===== config.mk =====
export PLATFORM = sky130hd
export DESIGN_NAME = prct_update
export DESIGN_NICKNAME = d
export VERILOG_FILES = /design/src/sv/prct_pkg.sv /design/src/sv/prct_update.sv
export SDC_FILE = /design/constraint.sdc
export NUM_CORES = 1
export LEC_CHECK = 0
export ABC_AREA = 1
export BUFFER_PORTS_ARGS = -buffer_cell sky130_fd_sc_hd__buf_2
export CAP_MARGIN = 20
export CORE_MARGIN = 3
export CORE_UTILIZATION = 56
export DETAILED_ROUTE_END_ITERATION = 10
export PLACE_DENSITY_LB_ADDON = 0.25
export RECOVER_POWER = 100
export SLEW_MARGIN = 25
export SYNTH_ARGS = -nofsm -noshare
export SYNTH_HDL_FRONTEND = slang
export SYNTH_SLANG_ARGS = --single-unit

===== constraint.sdc =====
create_clock -name vclk -period 2.84
set_input_delay 0.426 -clock vclk [all_inputs]
set_output_delay 0.426 -clock vclk [all_outputs]
set_load 0.005 [all_outputs]

===== src/sv/prct_pkg.sv =====
// ----------------------------------------------------------------------------
// Page reference count table package
// Beat types, command and status codes, and fixed widths shared by the
// table's modules.
// ----------------------------------------------------------------------------
package prct_pkg;

   localparam int unsigned PAGE_SHIFT  = 12;
   localparam int unsigned COUNT_WIDTH = 32;
   localparam int unsigned LIVE_WIDTH  = 11;

   localparam logic [COUNT_WIDTH-1:0] COUNT_MAX = '1;

   localparam logic [1:0] CMD_GET   = 2'd0;
   localparam logic [1:0] CMD_REF   = 2'd1;
   localparam logic [1:0] CMD_UNREF = 2'd2;

   localparam logic [1:0] STATUS_OK        = 2'd0;
   localparam logic [1:0] STATUS_NO_GROUP  = 2'd1;
   localparam logic [1:0] STATUS_DEC_ZERO  = 2'd2;
   localparam logic [1:0] STATUS_SATURATED = 2'd3;

   typedef struct packed {
      logic [1:0]  cmd;
      logic [31:0] page_address;
   } req_type;

   typedef struct packed {
      logic [COUNT_WIDTH-1:0] ref_count;
      logic [1:0]             status;
      logic                   group_released;
   } rsp_type;

   typedef struct packed {
      logic                   count_we;
      logic [COUNT_WIDTH-1:0] count_new;
      logic                   live_we;
      logic [LIVE_WIDTH-1:0]  live_new;
      rsp_type                rsp;
   } update_type;

endpackage


===== src/sv/prct_update.sv =====
// ----------------------------------------------------------------------------
// Page reference count table update logic
// Works out the new page count, the new live-entry count of the group,
// their write enables and the result beat from the values read.
// ----------------------------------------------------------------------------
module prct_update
   import prct_pkg::*;
(
   input  logic [1:0]             cmd,
   input  logic [COUNT_WIDTH-1:0] count,
   input  logic [LIVE_WIDTH-1:0]  live,
   output update_type             upd
);

   logic [COUNT_WIDTH-1:0] count_inc;
   logic [COUNT_WIDTH-1:0] count_dec;
   logic [LIVE_WIDTH-1:0]  live_inc;
   logic [LIVE_WIDTH-1:0]  live_dec;

   assign count_inc = count + 1'b1;
   assign count_dec = count - 1'b1;
   assign live_inc  = live + 1'b1;
   assign live_dec  = live - 1'b1;

   always_comb begin
      upd                    = '0;
      upd.count_new          = count;
      upd.live_new           = live;
      upd.rsp.ref_count      = count;
      upd.rsp.status         = STATUS_OK;
      upd.rsp.group_released = 1'b0;
      unique case (cmd)
         CMD_REF: begin
            if (count == COUNT_MAX) begin
               upd.rsp.status = STATUS_SATURATED;
            end else begin
               upd.count_we      = 1'b1;
               upd.count_new     = count_inc;
               upd.rsp.ref_count = count_inc;
               if (count == '0) begin
                  upd.live_we  = 1'b1;
                  upd.live_new = live_inc;
               end
            end
         end
         CMD_UNREF: begin
            if (live == '0) begin
               upd.rsp.status    = STATUS_NO_GROUP;
               upd.rsp.ref_count = '0;
            end else if (count == '0) begin
               upd.rsp.status = STATUS_DEC_ZERO;
            end else begin
               upd.count_we      = 1'b1;
               upd.count_new     = count_dec;
               upd.rsp.ref_count = count_dec;
               if (count_dec == '0) begin
                  upd.live_we            = 1'b1;
                  upd.live_new           = live_dec;
                  upd.rsp.group_released = (live_dec == '0);
               end
            end
         end
         default: begin
         end
      endcase
   end

endmodule


==> results of run 1 <==
## stage by stage
step	setup TNS, ns	utilization	instances
2_1_floorplan	0	-	917
3_3_place_gp	-0.909	0.795	1218
3_5_place_dp	-1.99	0.795	1218
4_1_cts	-0.0239	0.821	1226
## cell families after synthesis
group	count (synthesis)	share of synthesized area
AND/OR/NAND/NOR	618	0.629
buffers and inverters	138	0.130
XOR/XNOR	27	0.0534
adder cells (fa/ha/maj)	8	0.0226
AO/OA/AOI/OAI	126	0.166
## timing repair
| item | in CTS |
|---|---|
| setup endpoints to repair | 22 |
| cloned | 1 |
| buffers inserted | 7 |
| pin swaps | 11 |
| resized for setup | 35 |
## per-layer routing
metal | GRT usage | GRT overflow
met4 | 0.730 | 2
met1 | 0.746 | 0
met3 | 0.684 | 1
met2 | 0.884 | 0
met5 | 0.185 | 0
==> out/results.ini, run 1 <==
[place]
globalplace.congestion=1.07
portBuffers=125
dp_hpwl_mm=16.6
post-place-ws_ns=-0.223
dpl-instance-area_sq_um=5920

[logic_synthesis]
syn_inst=917
yosysTopAreaCell=nand2_1
synth.area.top_cells=nand2_1 (27%), nor2_1 (11%), nand3_1 (7.3%)
yosysTopAreaCellShare=0.265
synth_most_common_cell=nand2_1
syn-num-nets=970
syn_area_per_cell_sq_um=4.83
seq_area_frac_synth=0
synth_area_sq_um=4430
ys_top_cells_by_count=nand2_1 (313), nor2_1 (129), inv_1 (81)
yosysWarnings=0
synth_cell_types=36

[clocking]
cts_hold_buffers=0

[grt]
grt_overflow_total=3
grt_use_total=0.754
grt_max_degree=49

[run_status]
outcome=stopped before the end
stop_stage=global routing
error_line=[ERROR GRT-0232] Routing congestion too high. Check the congestion heatmap in the GUI.

[floorplanning]
rows=31
initial_utilization=0.595
die_x_um=95.0
die_height_um=95.0
ios=125

[timing]
worst_endpoint=upd[35]
worstEpCategory=output port

==> run 2, diff against run 1 <==
--- a/config.mk
+++ b/config.mk
@@ -9,9 +9,9 @@
 export BUFFER_PORTS_ARGS = -buffer_cell sky130_fd_sc_hd__buf_2
 export CAP_MARGIN = 20
 export CORE_MARGIN = 3
-export CORE_UTILIZATION = 56
+export CORE_UTILIZATION = 40
 export DETAILED_ROUTE_END_ITERATION = 10
-export PLACE_DENSITY_LB_ADDON = 0.25
+export PLACE_DENSITY_LB_ADDON = 0.15
 export RECOVER_POWER = 100
 export SLEW_MARGIN = 25
 export SYNTH_ARGS = -nofsm -noshare
==> out/results.ini, run 2 <==
[run_status]
outcome=finished with violations  ; was stopped before the end
violations=setup timing

[grt]
antenna_found_initial=0
grt_use_total=0.335
grt_overflow_total=0
grt_max_degree=36
grt_pass1_wl_mm=34.2
grt_pass1_vias=6639

[logic_synthesis]
yosysTopAreaCell=nand2_1  ; unchanged
seq_area_frac_synth=0  ; unchanged
ys_top_cells_by_count=nand2_1 (313), nor2_1 (129), inv_1 (81)  ; unchanged
yosysTopAreaCellShare=0.265  ; unchanged
syn-num-nets=970  ; unchanged
synth.area.top_cells=nand2_1 (27%), nor2_1 (11%), nand3_1 (7.3%)  ; unchanged
syn_area_per_cell_sq_um=4.83  ; unchanged
synth_cell_types=36  ; unchanged
synth_area_sq_um=4430  ; unchanged
synth_most_common_cell=nand2_1  ; unchanged
yosysWarnings=0  ; unchanged
syn_inst=917  ; unchanged

[timing]
period_share=1.03
hold_viol_final=0
fmax_mhz=342
report.final.slew_viol_count=0
rsz0062_at_grt=true
slew_headroom=0.698
min_period_ns=2.92
setup_ws_ns=-0.0803
worst_pin_slew_ns=0.453
tns_ns=-0.195
setup_viol=9

[floorplanning]
dieArea_sq_um=12400
initial_utilization=0.420  ; was 0.595
ios=125  ; unchanged
coreArea_sq_um=10600
rows=37  ; was 31
die_height_um=111  ; was 95.0 um
die_x_um=111  ; was 95.0 um

[power_and_ir_drop]
powerDensity_nw_per_um2=130
comb_power_share=1.000
vdd_ir_drop_max_uv=127
power.total_w=0.000937
power_frac_clock=0
pwr-share-seq=0
p_sw_frac=0.593
p_int_w=0.000382
p_leak_nw=3.55
p_switching_w=0.000555

[cells_and_area]
seqCellArea_sq_um=0
insertedDiodeCount=0
final_cell_mix=nand2_1 (262), buf_4 (154), buf_2 (116)
nets=1227
fin_area_sq_um=7200
fill_cells=1023
seq_cells=0
final_common_cell=nand2_1
areaGrowthSynthToFinish_pct=62.4
clock_buffers=0
layout-drive-gt1-share=0.424

[drt]
vias_per_cell=5.54
drtPass1Iterations=5
detail-route-antenna-nets=0
via_count=7248
drt-total-wl_mm=22.6
drc=0
drtIter0Drc=767
avgRoutedWirePerCell_um=17.3

[min_path]
hold_start=live[8]
hold_class=in2out

[setup_path]
critPathRequiredTime_ns=2.41
path_class=in2out
end_kind=output port
worstPathCellList=buf_6 > nor2_4 > buf_6 > nand3_4 > nor2_1 > buf_4 > nand4_1 > nand2_1 > nand2_2 > nor2_4 > nand2_1 > nor2_2 > nand3_2 > nand2_2 > nand2_4 > o21ai_2 > inv_1 > buf_2
crit_arrival_ns=2.49
slowest_delay_ns=0.18
start_kind=input port
startpoint=count[2]
critical_path.max_fanout=5
crit_slowest_cell=nor2_4

[place]
globalplace.congestion=0.985  ; was 1.07
dpl-instance-area_sq_um=6240  ; was 5920 sq um
portBuffers=125  ; unchanged
post-place-ws_ns=-0.178  ; was -0.223 ns
dp_hpwl_mm=17.8  ; was 16.6 mm

[clocking]
cts_hold_buffers=0  ; unchanged

[flow_run]
maxCapViolations=0

## run 2: cell counts after synthesis
Identical to the previous run, type by type.
## run 2: area by class of cell
type,instances,area [sq um],share of cell area
multi-input combinational,780,4570,0.635
inverter,94,359,0.0499
tap,136,170,0.0236
timing repair buffer,298,2090,0.291
## run 2: timing repair
action / CTS / global route
pin swaps: 26 / 63
buffers inserted: 4 / 15
cloned: 1 / 0
hold endpoints to repair: 0 / 0
resized for setup: 47 / 184
endpoints found under the setup margin: 62 / 76
## run 2: power groups by stage
| stage | registers (W) | logic (W) | clock network, W |
|---|---|---|---|
| 2_1_floorplan | 0 | 0.000427 | 0 |
| 3_3_place_gp | 0 | 0.000812 | 0 |
| 3_5_place_dp | 0 | 0.000812 | 0 |
| 4_1_cts | 0 | 0.000839 | 0 |
| 5_1_grt | 0 | 0.00102 | 0 |
| 6_report | 0 | 0.000937 | 0 |
## run 2: stage by stage
stage	cells	hold WS [ns]	utilization
6_report	1308	1.19	0.682
5_1_grt	1308	1.23	0.682
4_1_cts	1293	1.19	0.614
3_5_place_dp	1288	1.19	0.591
3_3_place_gp	1288	1.19	0.591
2_1_floorplan	917	0.943	-
## run 2: kinds of logic after synthesis
family	Yosys count	synth area share
AO/OA/AOI/OAI	126	0.166
XOR/XNOR	27	0.0534
adder cells (fa/ha/maj)	8	0.0226
buffers and inverters	138	0.130
AND/OR/NAND/NOR	618	0.629
## run 2: path summary, 6_finish.rpt
| kind | cells after the start | endpoint | slack, ns |
|---|---|---|---|
| setup / recovery | 18 | upd[35] | -0.08 |
| hold / removal | 4 | upd[43] | 1.19 |
## run 2: critical path: cells and delay by family
kind / cells / cell delay, ns
AO/OA/AOI/OAI: 1 / 0.13
buffers and inverters: 5 / 0.58
AND/OR/NAND/NOR: 12 / 1.36
## run 2: layer usage
layer / share of wire / GRT usage / vias to the layer above
li1: - / - / 3505
met4: 0.031 / 0.0973 / 0
met2: 0.46 / 0.557 / 407
met1: 0.42 / 0.454 / 3277
met5: 0 / 0 / -
met3: 0.084 / 0.0393 / 59
Note: power is estimated with default switching activity, not from simulation.
==> run 3, diff against run 2 <==
--- a/config.mk
+++ b/config.mk
@@ -11,7 +11,7 @@
 export CORE_MARGIN = 3
 export CORE_UTILIZATION = 40
 export DETAILED_ROUTE_END_ITERATION = 10
-export PLACE_DENSITY_LB_ADDON = 0.15
+export PLACE_DENSITY = 0.69
 export RECOVER_POWER = 100
 export SLEW_MARGIN = 25
 export SYNTH_ARGS = -nofsm -noshare
==> out/results.ini, run 3 (synthesis results as in run 2) <==
[timing]
tns_ns=-0.865  ; was -0.195 ns
period_share=1.03  ; about the same
slew_headroom=0.704  ; was 0.698
hold_viol_final=0  ; unchanged
setup_ws_ns=-0.0905  ; was -0.0803 ns
fmax_mhz=341  ; was 342 MHz
setup_viol=25  ; was 9
worst_pin_slew_ns=0.443  ; was 0.453 ns
min_period_ns=2.93  ; was 2.92 ns
rsz0062_at_grt=true  ; unchanged
report.final.slew_viol_count=0  ; unchanged

[power_and_ir_drop]
powerDensity_nw_per_um2=131  ; was 130 nW/um^2
p_leak_nw=3.45  ; was 3.55 nW
vdd_ir_drop_max_uv=149  ; was 127 uV

[cells_and_area]
insertedDiodeCount=0  ; unchanged
layout-drive-gt1-share=0.397  ; was 0.424
final_common_cell=nand2_1  ; unchanged
final_cell_mix=nand2_1 (279), buf_4 (158), buf_2 (116)  ; was nand2_1 (262), buf_4 (154), buf_2 (116)
fill_cells=1059  ; was 1023
seq_cells=0  ; unchanged
nets=1227  ; unchanged
seqCellArea_sq_um=0  ; unchanged
clock_buffers=0  ; unchanged
areaGrowthSynthToFinish_pct=55.8  ; was 62.4%

[setup_path]
crit_arrival_ns=2.50  ; was 2.49 ns
end_kind=output port  ; unchanged
critPathMostFrequentCell=buf_4
start_kind=input port  ; unchanged
path_class=in2out  ; unchanged
critPathRequiredTime_ns=2.41  ; about the same
slowest_delay_ns=0.34  ; was 0.18 ns
critical_path.max_fanout=5  ; unchanged
crit_slowest_cell=nor3_2  ; was nor2_4
worstPathCellList=buf_4 > buf_4 > ha_4 > nand3_4 > nor2_2 > buf_4 > nand3_2 > nor3_2 > inv_4 > buf_4 > a21oi_1 > o21ai_2 > o211ai_1 > buf_2  ; was buf_6 > nor2_4 > buf_6 > nand3_4 > nor2_1 > buf_4 > nand4_1 > nand2_1 > nand2_2 > nor2_4 > nand2_1 > nor2_2 > nand3_2 > nand2_2 > nand2_4 > o21ai_2 > inv_1 > buf_2

[floorplanning]
die_height_um=111  ; unchanged
coreArea_sq_um=10600  ; unchanged
dieArea_sq_um=12400  ; unchanged
rows=37  ; unchanged
die_x_um=111  ; unchanged
initial_utilization=0.420  ; unchanged
ios=125  ; unchanged

[clocking]
cts_hold_buffers=0  ; unchanged

[place]
portBuffers=125  ; unchanged
post-place-ws_ns=-0.190  ; was -0.178 ns
globalplace.congestion=1.05  ; was 0.985
dp_hpwl_mm=17.3  ; was 17.8 mm

[grt]
grt_max_degree=35  ; was 36
grt_overflow_total=0  ; unchanged
grt_use_total=0.319  ; was 0.335
antenna_found_initial=0  ; unchanged
grt_pass1_wl_mm=32.7  ; was 34.2 mm
grt_pass1_vias=6431  ; was 6639

[drt]
vias_per_cell=5.58  ; was 5.54
via_count=7303  ; was 7248
drtIter0Drc=735  ; was 767
drt-total-wl_mm=21.9  ; was 22.6 mm
drc=0  ; unchanged
avgRoutedWirePerCell_um=16.8  ; was 17.3 um
detail-route-antenna-nets=0  ; unchanged
drtPass1Iterations=7  ; was 5

[flow_run]
maxCapViolations=0  ; unchanged

[run_status]
violations=setup timing  ; unchanged
outcome=finished with violations  ; unchanged

[min_path]
hold_class=in2out  ; unchanged

[run 3: report_power, final]
part / switching (W) / total, W / internal (W)
logic: 0.000534 / 0.000906 / 0.000372
clock network: 0 / 0 / 0
registers: 0 / 0 / 0
total: 0.000534 / 0.000906 / 0.000372
[run 3: worst max-delay path: cells and delay by family]
kind	cells	cell delay (ns)
buf+inv	6	0.81
simple gates	4	0.69
compound gates	3	0.41
fa+ha+maj	1	0.15
[run 3: final timing paths]
check | startpoint | endpoint | slack, ns | cells after the start
setup / recovery | count[0] | upd[54] | -0.09 | 14
hold / removal | live[8] | upd[43] | 1.18 | 4
[run 3: metrics by stage]
stage / instance area [sq um] / power (W) / cells / hold WS (ns) / util
after floorplan: 4430 / 0.000427 / 917 / 0.943 / -
after global placement: 6130 / 0.000795 / 1277 / 1.18 / 0.581
after detailed placement: 6130 / 0.000798 / 1277 / 1.18 / 0.581
after CTS: 6440 / 0.000834 / 1290 / 1.18 / 0.610
after global routing: 6900 / 0.000983 / 1308 / 1.22 / 0.654
final: 6900 / 0.000906 / 1308 / 1.18 / 0.654
[run 3: routing by layer]
layer | routed length, um | GRT usage | vias up
met3 | 2200 | 0.0262 | 63
met4 | 786 | 0.0973 | 0
met5 | 0 | 0 | -
met1 | 9080 | 0.449 | 3302
li1 | - | - | 3504
met2 | 9850 | 0.515 | 434
[run 3: what timing repair did]
action | 4_1_cts | 5_1_grt
resized for setup | 53 | 109
pin swaps | 27 | 64
buffers inserted | 13 | 18
cloned | 0 | 0
endpoints found under the setup margin | 36 | 78
[run 3: area by class of cell]
| type | count | area (sq um) | area share |
|---|---|---|---|
| well taps | 136 | 170 | 0.0246 |
| inverters | 94 | 358 | 0.0518 |
| multi-input cells | 779 | 4310 | 0.624 |
| repair buffers | 299 | 2070 | 0.300 |
