<file path="src/sv/prct_clear.sv">
// ----------------------------------------------------------------------------
// Page reference count table clearing sequencer
// After reset, walks every address of the tables once, one per cycle, so
// that both memories are written to zero before the first command.
// ----------------------------------------------------------------------------
module prct_clear #(
   parameter int unsigned ADDR_BITS = 20
) (
   input  logic                 clock,
   input  logic                 reset,
   output logic                 clearing,
   output logic [ADDR_BITS-1:0] clear_addr
);

   logic                 clearing_ff;
   logic                 clearing_in;
   logic [ADDR_BITS-1:0] addr_ff;
   logic [ADDR_BITS-1:0] addr_in;

   always_comb begin
      addr_in     = addr_ff;
      clearing_in = clearing_ff;
      if (clearing_ff) begin
         addr_in = addr_ff + 1'b1;
         if (addr_ff == {ADDR_BITS{1'b1}}) begin
            clearing_in = 1'b0;
         end
      end
   end

   always_ff @(posedge clock) begin
      if (reset) begin
         clearing_ff <= 1'b1;
         addr_ff     <= '0;
      end else begin
         clearing_ff <= clearing_in;
         addr_ff     <= addr_in;
      end
   end

   assign clearing   = clearing_ff;
   assign clear_addr = addr_ff;

endmodule

</file>
<file path="config.mk">
export PLATFORM = sky130hd
export DESIGN_NAME = prct_clear
export DESIGN_NICKNAME = d
export VERILOG_FILES = /design/src/sv/prct_clear.sv
export SDC_FILE = /design/constraint.sdc
export NUM_CORES = 1
export LEC_CHECK = 0
export ABC_AREA = 1
export BUFFER_PORTS_ARGS = -buffer_cell sky130_fd_sc_hd__buf_2
export CORE_ASPECT_RATIO = 0.75
export CORE_MARGIN = 1.5
export CORE_UTILIZATION = 53
export DETAILED_ROUTE_END_ITERATION = 10
export PLACE_DENSITY_LB_ADDON = 0.08
export RECOVER_POWER = 25
export SYNTH_ARGS = -nofsm -noshare
export SYNTH_HDL_FRONTEND = slang
export SYNTH_SLANG_ARGS = --single-unit
</file>
<file path="constraint.sdc">
create_clock -name clock -period 1.7 [get_ports clock]
set_input_delay 0.17 -clock clock [delete_from_list [all_inputs] [get_ports clock]]
set_output_delay 0.17 -clock clock [all_outputs]
set_load 0.005 [all_outputs]
</file>
; Word-level counts from Yosys, hierarchy flattened
; Index checks and enable logic that the tools add are counted.
[word_totals]
output_inout_bits = 21
ff_bits = 21
inputBits = 2
wordCells = 6
[classes]
add_sub_neg = 1
n_mux = 2
eq_ne = 1
[op_table]
columns = operator, count
row1 = $add A20 B1 Y20 const B, 1
row2 = $eq A20 B20 Y1 const B, 1
row3 = $mux W1, 2

; Logic depth before layout (Yosys ltp)
; Gate-level depths: netlist (run 1).
[depth]
ltp_word = 3
depth_mapped = 8
mapped_depth_nobuf = 8

; Worst setup path before layout (run 1)
; No wires, ideal clock.
[synth_path]
kind = reg-to-reg
start = register addr_ff[0], in the netlist clear_addr[0]
end = register addr_ff[14], in the netlist clear_addr[14]
synth_period_minus_slack_ns = 1.301
n_path_buf = 0
setup_slack_ns = 0.399
path_stages_with_launch = 9
setup_ns = 0.113
t_arrival_ns = 1.188
t_required_ns = 1.587
cell_sequence = dfxtp_1 > ha_1 > inv_1 > nor2_1 > nand3_2 > nor2_2 > nand2_1 > nand2_1 > nor2_1
[synth_via]
elab_chain_len = 1
[synth_lines]
columns = item, line_no
row1 = start: declaration, 17  ; logic [ADDR_BITS-1:0] addr_ff;
row2 = start signal: assignment, 37  ; addr_ff <= addr_in;
row3 = $add A20 B1 Y20, 24  ; addr_in = addr_ff + 1'b1;
; No other way between the ends.
; A chain may end at the register's enable or synchronous reset.

; Worst setup path in the final report (run 1)
[layout_path]
start = register addr_ff[0], in the netlist clear_addr[0]
end = register clearing_ff, in the netlist clearing
[layout_via]
elab_chain_len = 3
[layout_lines]
columns = item, line_no
row1 = $eq A20 B20 Y1, 25  ; if (addr_ff == {ADDR_BITS{1'b1}}) begin
row2 = $mux W1, 25
row3 = $mux W1, 23  ; if (clearing_ff) begin
row4 = end signal: assignment, 36  ; clearing_ff <= clearing_in;
row5 = end: declaration, 15  ; logic clearing_ff;
; No other way between the ends.

==> Flow_metrics.wiki, run 1 <==
{| class="wikitable"
! Metric !! Value
|-
| Count of hold-fix buffers inserted at cts || 0
|-
| Reg-to-Reg Start || clear_addr[0]
|-
| Post-synthesis cell type count || 25
|-
| Max-capacitance violation count || 0
|-
| Number of buffers and inverters on the critical path || 2
|-
| Fin crit period || between 1 and 1.5 ns
|-
| Routed wire length || 2557 microns
|-
| Number of diodes || 0
|-
| Worst hold path startpoint || reset
|-
| Number of nets with antenna violations after routing || 0
|-
| Count of input and output buffers || 22
|-
| First-pass DRT Iterations || 4
|-
| Number of setup violations in the final report || 0
|-
| Met1 routing resource usage after global routing || 0.3315
|-
| Kind of cell with the highest combined delay on the critical path || simple AND/OR/NAND/NOR gates
|-
| Number of standard-cell rows in the floorplan || 14
|-
| Standard cell core area || just over 2000 sq um
|-
| Cell chosen for the clock root || sky130_fd_sc_hd__clkbuf_4
|-
| Yosys warning count || 0
|-
| Worst Tran Pin Value || 0.4821 ns
|-
| Total DRC errors in the routed layout || 0
|-
| Synthesized cell area || approximately 1200 sq um
|-
| Global routing's busiest layer || met2
|-
| Post-layout net count || approximately 190
|-
| Routed vias || between 1000 and 1500
|-
| Critical-path top delay cell || sky130_fd_sc_hd__dfxtp_1
|-
| Endpoint required time on the critical path || ~1.9 ns
|-
| Path class of the lowest-slack min-delay path || primary input to register
|-
| Total CTS buffers || 3
|-
| Number of buffers added for setup after CTS || 0
|-
| First-pass GRT wire length || roughly 4400 microns
|-
| Global-route usage over all layers || 0.2317
|-
| Number of gates resized after CTS || 0
|-
| Number of buffers on the longest clock path || 2
|-
| Routed length per instance || 12.06 microns
|-
| Largest net degree at the start of global routing || 16
|-
| Half-perimeter wire length of the detailed placement result || roughly 2000 microns
|-
| GR met3 Demand/Resource || 0.07463
|-
| Clock latency on the worst-skew pair || around 0.30 ns
|-
| Initial cell density of the core || 0.5726
|-
| Initial antenna violation count || 0
|-
| Vias in the first global route || 990
|-
| Unrepaired setup endpoints after global routing || false
|-
| Clk slew on worst S/H paths || 0.11 ns
|-
| I/O pin cnt || 23
|-
| First element of the critical path || clear_addr[0]
|-
| Post-route setup slack || between 0.2 and 0.25 ns
|-
| Sequential-to-total area share from yosys stat || 0.3582
|-
| WP data arrival || roughly 1.7 ns
|-
| List of cells traversed by the critical path || ha_1 -> inv_1 -> nor2_1 -> inv_2 -> nor2_4 -> nand3_1 -> nand2_1 -> nand2_1
|-
| Met2 usage in global routing || 0.3425
|-
| Cell seen most often among critical-path stages || sky130_fd_sc_hd__nand2_1
|-
| Number of instances in the synthesized netlist || 163
|-
| Die area || around 2500 sq um
|-
| Die extent in x || 57.34 microns
|-
| Worst Clk Skew || between 0.002 and 0.0025 ns
|-
| Area Growth Syn to Fin || 13.01%
|-
| Mean instance size in the synthesized netlist || approximately 7.2 sq um
|-
| CP max FO || 7
|-
| Longest individual stage delay on the worst path || ~0.45 ns
|-
| Max VDD drop || 0.0004534 V
|-
| Number of storage elements in the synthesis netlist || 21
|-
| Share of the clock period used by the worst path || 0.8754
|-
| Start-to-end type of the worst setup path || register to register
|-
| Detailed-route vias per instance || just over 5
|-
| Hold Violations, Final || 0
|-
| Number of sinks driven by the clock tree || 21
|-
| Synthesized net count || ~170
|-
| Die height || 43.76 microns
|-
| Initial DRC Count || 42
|-
| Cell Pwr Density || slightly below 600 nW/um^2
|-
| Gp weighted congestion || around 0.79
|-
| Leakage || just over 0.6 nW
|-
| Startpoint type of the worst setup path || register
|-
| Worst slack, placed || roughly 0.27 ns
|-
| Number of levels the H-tree was split into || 1
|-
| Summed negative setup slack over all endpoints || 0 ns
|-
| CP Capture Type || register
|-
| Peak Freq || ~670 MHz
|-
| Run status || complete, no violations
|-
| Pins Over Slew Limit || 0
|-
| Fraction of layout cells with a size suffix above 1 || 0.2553
|-
| TritonCTS clock tree || yes
|-
| Overall overflow remaining after global route || 0
|-
| Max_slew headroom || 0.6783
|}
-- power breakdown --
part / total, W / switching (W) / internal, W
Clock: 0.000240 / 0.000148 / 0.0000916
Combinational: 0.0000388 / 0.0000245 / 0.0000143
Sequential: 0.000507 / 0.00000912 / 0.000498
Total: 0.000786 / 0.000182 / 0.000604
-- per-layer routing --
metal,vias up,wire (microns)
met1,483,1347
met3,2,146
met2,30,1049
li1,572,-
met4,0,13
met5,-,0
-- state kept, by name, indices dropped and copies added (netlist names) --
register / flops
clear_addr: 20
clearing: 1
-- area by class of cell --
type	count	area [sq um]
Fill cell	201	723.2
Multi-Input combinational cell	121	665.6
Sequential cell	21	420.4
Timing Repair Buffer	23	112.6
Inverter	19	71.32
Tap cell	24	30.03
Clock buffer	4	26.28
-- cells in the mapped netlist --
cell type	instances	area, sq um
sky130_fd_sc_hd__buf_6	1	11.26
sky130_fd_sc_hd__o21bai_1	2	15.01
sky130_fd_sc_hd__xor2_1	1	8.760
sky130_fd_sc_hd__nand3_1	11	55.05
sky130_fd_sc_hd__inv_2	3	11.26
sky130_fd_sc_hd__nor2_1	24	90.09
sky130_fd_sc_hd__o21bai_2	1	11.26
sky130_fd_sc_hd__o21ai_1	1	5.000
sky130_fd_sc_hd__ha_1	1	12.51
sky130_fd_sc_hd__nand4_1	3	18.77
sky130_fd_sc_hd__nor2_4	5	56.30
sky130_fd_sc_hd__nand2_4	2	22.52
sky130_fd_sc_hd__nand2_1	32	120.1
sky130_fd_sc_hd__nand2_2	7	43.79
sky130_fd_sc_hd__nand3_2	2	20.02
sky130_fd_sc_hd__dfxtp_1	21	420.4
sky130_fd_sc_hd__a21oi_1	12	60.06
sky130_fd_sc_hd__a21oi_2	1	8.760
sky130_fd_sc_hd__nor2_8	2	40.04
sky130_fd_sc_hd__inv_1	16	60.06
sky130_fd_sc_hd__nor3_1	4	20.02
sky130_fd_sc_hd__buf_2	1	5.000
sky130_fd_sc_hd__o21ai_0	6	30.03
sky130_fd_sc_hd__xnor2_1	1	8.760
sky130_fd_sc_hd__nor2_2	3	18.77
-- cell families (layout without fill, tap and decap cells) --
group,count (synthesis),after routing,share of synthesized area
xor gates and xnor gates,2,2,0.01493
DFF,21,21,0.3582
AOI/OAI and AO/OA,23,23,0.1109
adders and majority gates,1,1,0.01066
buffers and inverters,21,46,0.07462
and+or+nand+nor,95,95,0.4307
-- worst reg2reg max path, cell delays in order, from the launching register on --
cell	delay [ns]
sky130_fd_sc_hd__dfxtp_1	0.45
sky130_fd_sc_hd__ha_1	0.26
sky130_fd_sc_hd__inv_1	0.07
sky130_fd_sc_hd__nor2_1	0.22
sky130_fd_sc_hd__inv_2	0.07
sky130_fd_sc_hd__nor2_4	0.12
sky130_fd_sc_hd__nand3_1	0.08
sky130_fd_sc_hd__nand2_1	0.06
sky130_fd_sc_hd__nand2_1	0.05
-- placed cells by master, fill, tap and decap left out, drive strengths merged, types with 4 or more instances in the layout --
master  count
clkbuf      7
dfxtp      21
nand2      41
nor3        4
nand3      13
inv        19
buf        20
nor2       34
a21oi      13
o21ai       7
-- metrics by stage --
| step | utilization | cells | instance area (sq um) | power [W] | hold WS, ns |
|---|---|---|---|---|---|
| detailed placement | 0.6368 | 208 | 1305 | 0.0005559 | 0.4408 |
| floorplan | - | 163 | 1174 | 0.0005407 | 0.2415 |
| global route | 0.6471 | 212 | 1326 | 0.0008204 | 0.09831 |
| finish | 0.6471 | 212 | 1326 | 0.0007857 | 0.1134 |
| CTS | 0.6496 | 212 | 1331 | 0.0007969 | 0.09867 |
| global placement | 0.6368 | 208 | 1305 | 0.0005536 | 0.4357 |
-- final timing paths --
check / end / slack (ns) / cells after the start
setup / recovery: clearing / 0.21 / 8
hold / removal: clear_addr[9] / 0.11 / 2
setup reg to reg: clearing / 0.21 / 8
hold reg to reg: clear_addr[6] / 0.52 / 2
(Power assumes the default switching activity.)
==> run 2: changes to the inputs <==
--- a/config.mk
+++ b/config.mk
@@ -9,10 +9,11 @@
 export BUFFER_PORTS_ARGS = -buffer_cell sky130_fd_sc_hd__buf_2
 export CORE_ASPECT_RATIO = 0.75
 export CORE_MARGIN = 1.5
-export CORE_UTILIZATION = 53
+export CORE_UTILIZATION = 30
 export DETAILED_ROUTE_END_ITERATION = 10
 export PLACE_DENSITY_LB_ADDON = 0.08
 export RECOVER_POWER = 25
+export REMOVE_ABC_BUFFERS = 1
 export SYNTH_ARGS = -nofsm -noshare
 export SYNTH_HDL_FRONTEND = slang
 export SYNTH_SLANG_ARGS = --single-unit
==> run 2 against run 1 <==
Against the previous run:
- non-clock buffer count grew 1
- design area grew 4.6%
- hold slack gained 0.054 ns
- global-route usage shrank 9.0 points
- combinational power grew 8.5%
- clock skew grew 0.0053 ns
- critical endpoint is now clear_addr[10]
==> Flow_metrics.wiki, run 2 (synthesized netlist as in run 1, its figures left out) <==
{| class="wikitable"
! Metric !! Value
|-
| Run status || complete, no violations
|-
| Number of buffers added for setup after CTS || 0
|-
| Gp weighted congestion || 0.7490
|-
| Routed length per instance || approximately 11 microns
|-
| Worst Tran Pin Value || between 0.4 and 0.5 ns
|-
| Number of buffers on the longest clock path || 2
|-
| Clock latency on the worst-skew pair || ~0.26 ns
|-
| Fraction of layout cells with a size suffix above 1 || 0.2698
|-
| Peak Freq || around 690 MHz
|-
| CP Capture Type || register
|-
| Leakage || about 0.63 nW
|-
| First element of the critical path || clearing
|-
| End of the worst hold path || clear_addr[4]
|-
| Number of gates resized after CTS || 0
|-
| Number of nets with antenna violations after routing || 0
|-
| Length in cells of the worst reg-to-reg path || 8
|-
| Post-layout net count || between 150 and 200
|-
| Worst hold path startpoint || reset
|-
| Die area || between 4000 and 5000 sq um
|-
| Worst R2R End || clear_addr[10]
|-
| Half-perimeter wire length of the detailed placement result || between 2000 and 2500 microns
|-
| Vias in the first global route || 945
|-
| CP max FO || 7
|-
| Reg-to-Reg Start || clearing
|-
| Max VDD drop || 0.0002386 V
|-
| Number of sinks driven by the clock tree || 21
|-
| Pins Over Slew Limit || 0
|-
| WP data arrival || roughly 1.6 ns
|-
| Fin crit period || between 1 and 1.5 ns
|-
| Max FFs per register || 20
|-
| Largest net degree at the start of global routing || 16
|-
| Detailed-route vias per instance || 4.357
|-
| First-pass DRT Iterations || 4
|-
| Overall overflow remaining after global route || 0
|-
| Total CTS buffers || 3
|-
| Initial DRC Count || 33
|-
| First-pass GRT wire length || between 4000 and 5000 microns
|-
| Area Growth Syn to Fin || 18.23%
|-
| Global-route usage over all layers || 0.1412
|-
| Final design area excluding fillers || 1388 sq um
|-
| Initial antenna violation count || 0
|-
| Power, Total || around 0.00088 W
|-
| Clk slew on worst S/H paths || 0.08 ns
|-
| Count of input and output buffers || 22
|-
| Start-to-end type of the worst setup path || register to register
|-
| Count of hold-fix buffers inserted at cts || 0
|-
| Number of standard-cell rows in the floorplan || 19
|-
| Number of setup violations in the final report || 0
|-
| Register-to-register path setup slack || 0.26 ns
|-
| Commonest non-fill, non-tap cell in the layout || sky130_fd_sc_hd__nand2_1
|-
| Share of the clock period used by the worst path || 0.8497
|-
| Max-capacitance violation count || 0
|-
| Standard cell core area || 3709 sq um
|-
| Hold Violations, Final || 0
|-
| Routed vias || between 1000 and 1500
|-
| Max_slew headroom || 0.6749
|-
| Summed negative setup slack over all endpoints || 0 ns
|-
| Unrepaired setup endpoints after global routing || false
|-
| Leading cell types in the layout, fill and taps excluded || sky130_fd_sc_hd__nand2_1, sky130_fd_sc_hd__nor2_1, sky130_fd_sc_hd__dfxtp_1
|-
| Routed wire length || 2664 microns
|-
| Number of levels the H-tree was split into || 1
|-
| Cell chosen for the clock root || sky130_fd_sc_hd__clkbuf_8
|-
| TritonCTS clock tree || yes
|-
| Placement Cell Area || around 1300 sq um
|-
| Endpoint required time on the critical path || roughly 1.9 ns
|-
| Worst Clk Skew || roughly 0.008 ns
|-
| Initial cell density of the core || 0.3165
|-
| Die height || 57.17 microns
|-
| Worst hold margin || around 0.17 ns
|-
| Die extent in x || between 70 and 80 microns
|-
| Hold-critical path depth || 2
|-
| I/O pin cnt || 23
|-
| Startpoint type of the worst setup path || register
|-
| Path class of the lowest-slack min-delay path || primary input to register
|-
| Total DRC errors in the routed layout || 0
|-
| Cell Pwr Density || 632.6 nW/um^2
|-
| Number of diodes || 0
|}
## run 2: cell count changes in the layout (fill, tap and decap cells not counted)
cell,delta
sky130_fd_sc_hd__clkbuf_4,-3
sky130_fd_sc_hd__buf_1,-1
sky130_fd_sc_hd__clkinv_2,+1
sky130_fd_sc_hd__clkbuf_1,-1
sky130_fd_sc_hd__buf_2,+2
sky130_fd_sc_hd__clkbuf_8,+3
## run 2: power breakdown
group          total (W)  switching, W  leakage, nW  internal [W]
Combinational  0.0000421     0.0000263        0.438     0.0000158
Sequential      0.000504    0.00000661        0.170      0.000497
Clock           0.000332      0.000168       0.0255      0.000163
## run 2: worst max-delay path: stages, from the launching register on
cell	delay, ns
sky130_fd_sc_hd__dfxtp_1	0.42
sky130_fd_sc_hd__clkbuf_1	0.32
sky130_fd_sc_hd__nand2_4	0.11
sky130_fd_sc_hd__nor2_4	0.17
sky130_fd_sc_hd__nand2_2	0.09
sky130_fd_sc_hd__inv_2	0.08
sky130_fd_sc_hd__nand3_1	0.06
sky130_fd_sc_hd__nand2_1	0.07
sky130_fd_sc_hd__nor2_1	0.03
## run 2: area by class of cell
cell class	instances	area [sq um]
fill	431	2321
clock buffer	3	41.29
multi-input combinational	121	665.6
inverter	19	71.32
clock inverter	1	5.005
sequential	21	420.4
timing repair buffer	24	118.9
tap	52	65.06
## run 2: worst max-delay path by stage
stage	slack, ns	endpoint	cells after the start
floorplan	0.39	clearing	8
global placement	0.32	clearing	8
detailed placement	0.27	clearing	8
CTS	0.26	clearing	8
global route	0.07	clear_addr[10]	8
finish	0.26	clear_addr[10]	8
## run 2: metal layers
layer / global-route usage / part of all wire / up-vias
li1: - / - / 571
met2: 0.1871 / 0.38 / 16
met4: 0.03061 / 0.0060 / 0
met5: 0 / 0 / -
met3: 0.04594 / 0.046 / 2
met1: 0.2203 / 0.57 / 461
## run 2: metrics by stage
step                utilization  cells  setup slack, ns
detailed placement       0.3634    237           0.2661
finish                   0.3742    241           0.2554
global route             0.3742    241          0.07407
floorplan                     -    161           0.3947
global placement         0.3634    237           0.3241
CTS                      0.3758    241           0.2555
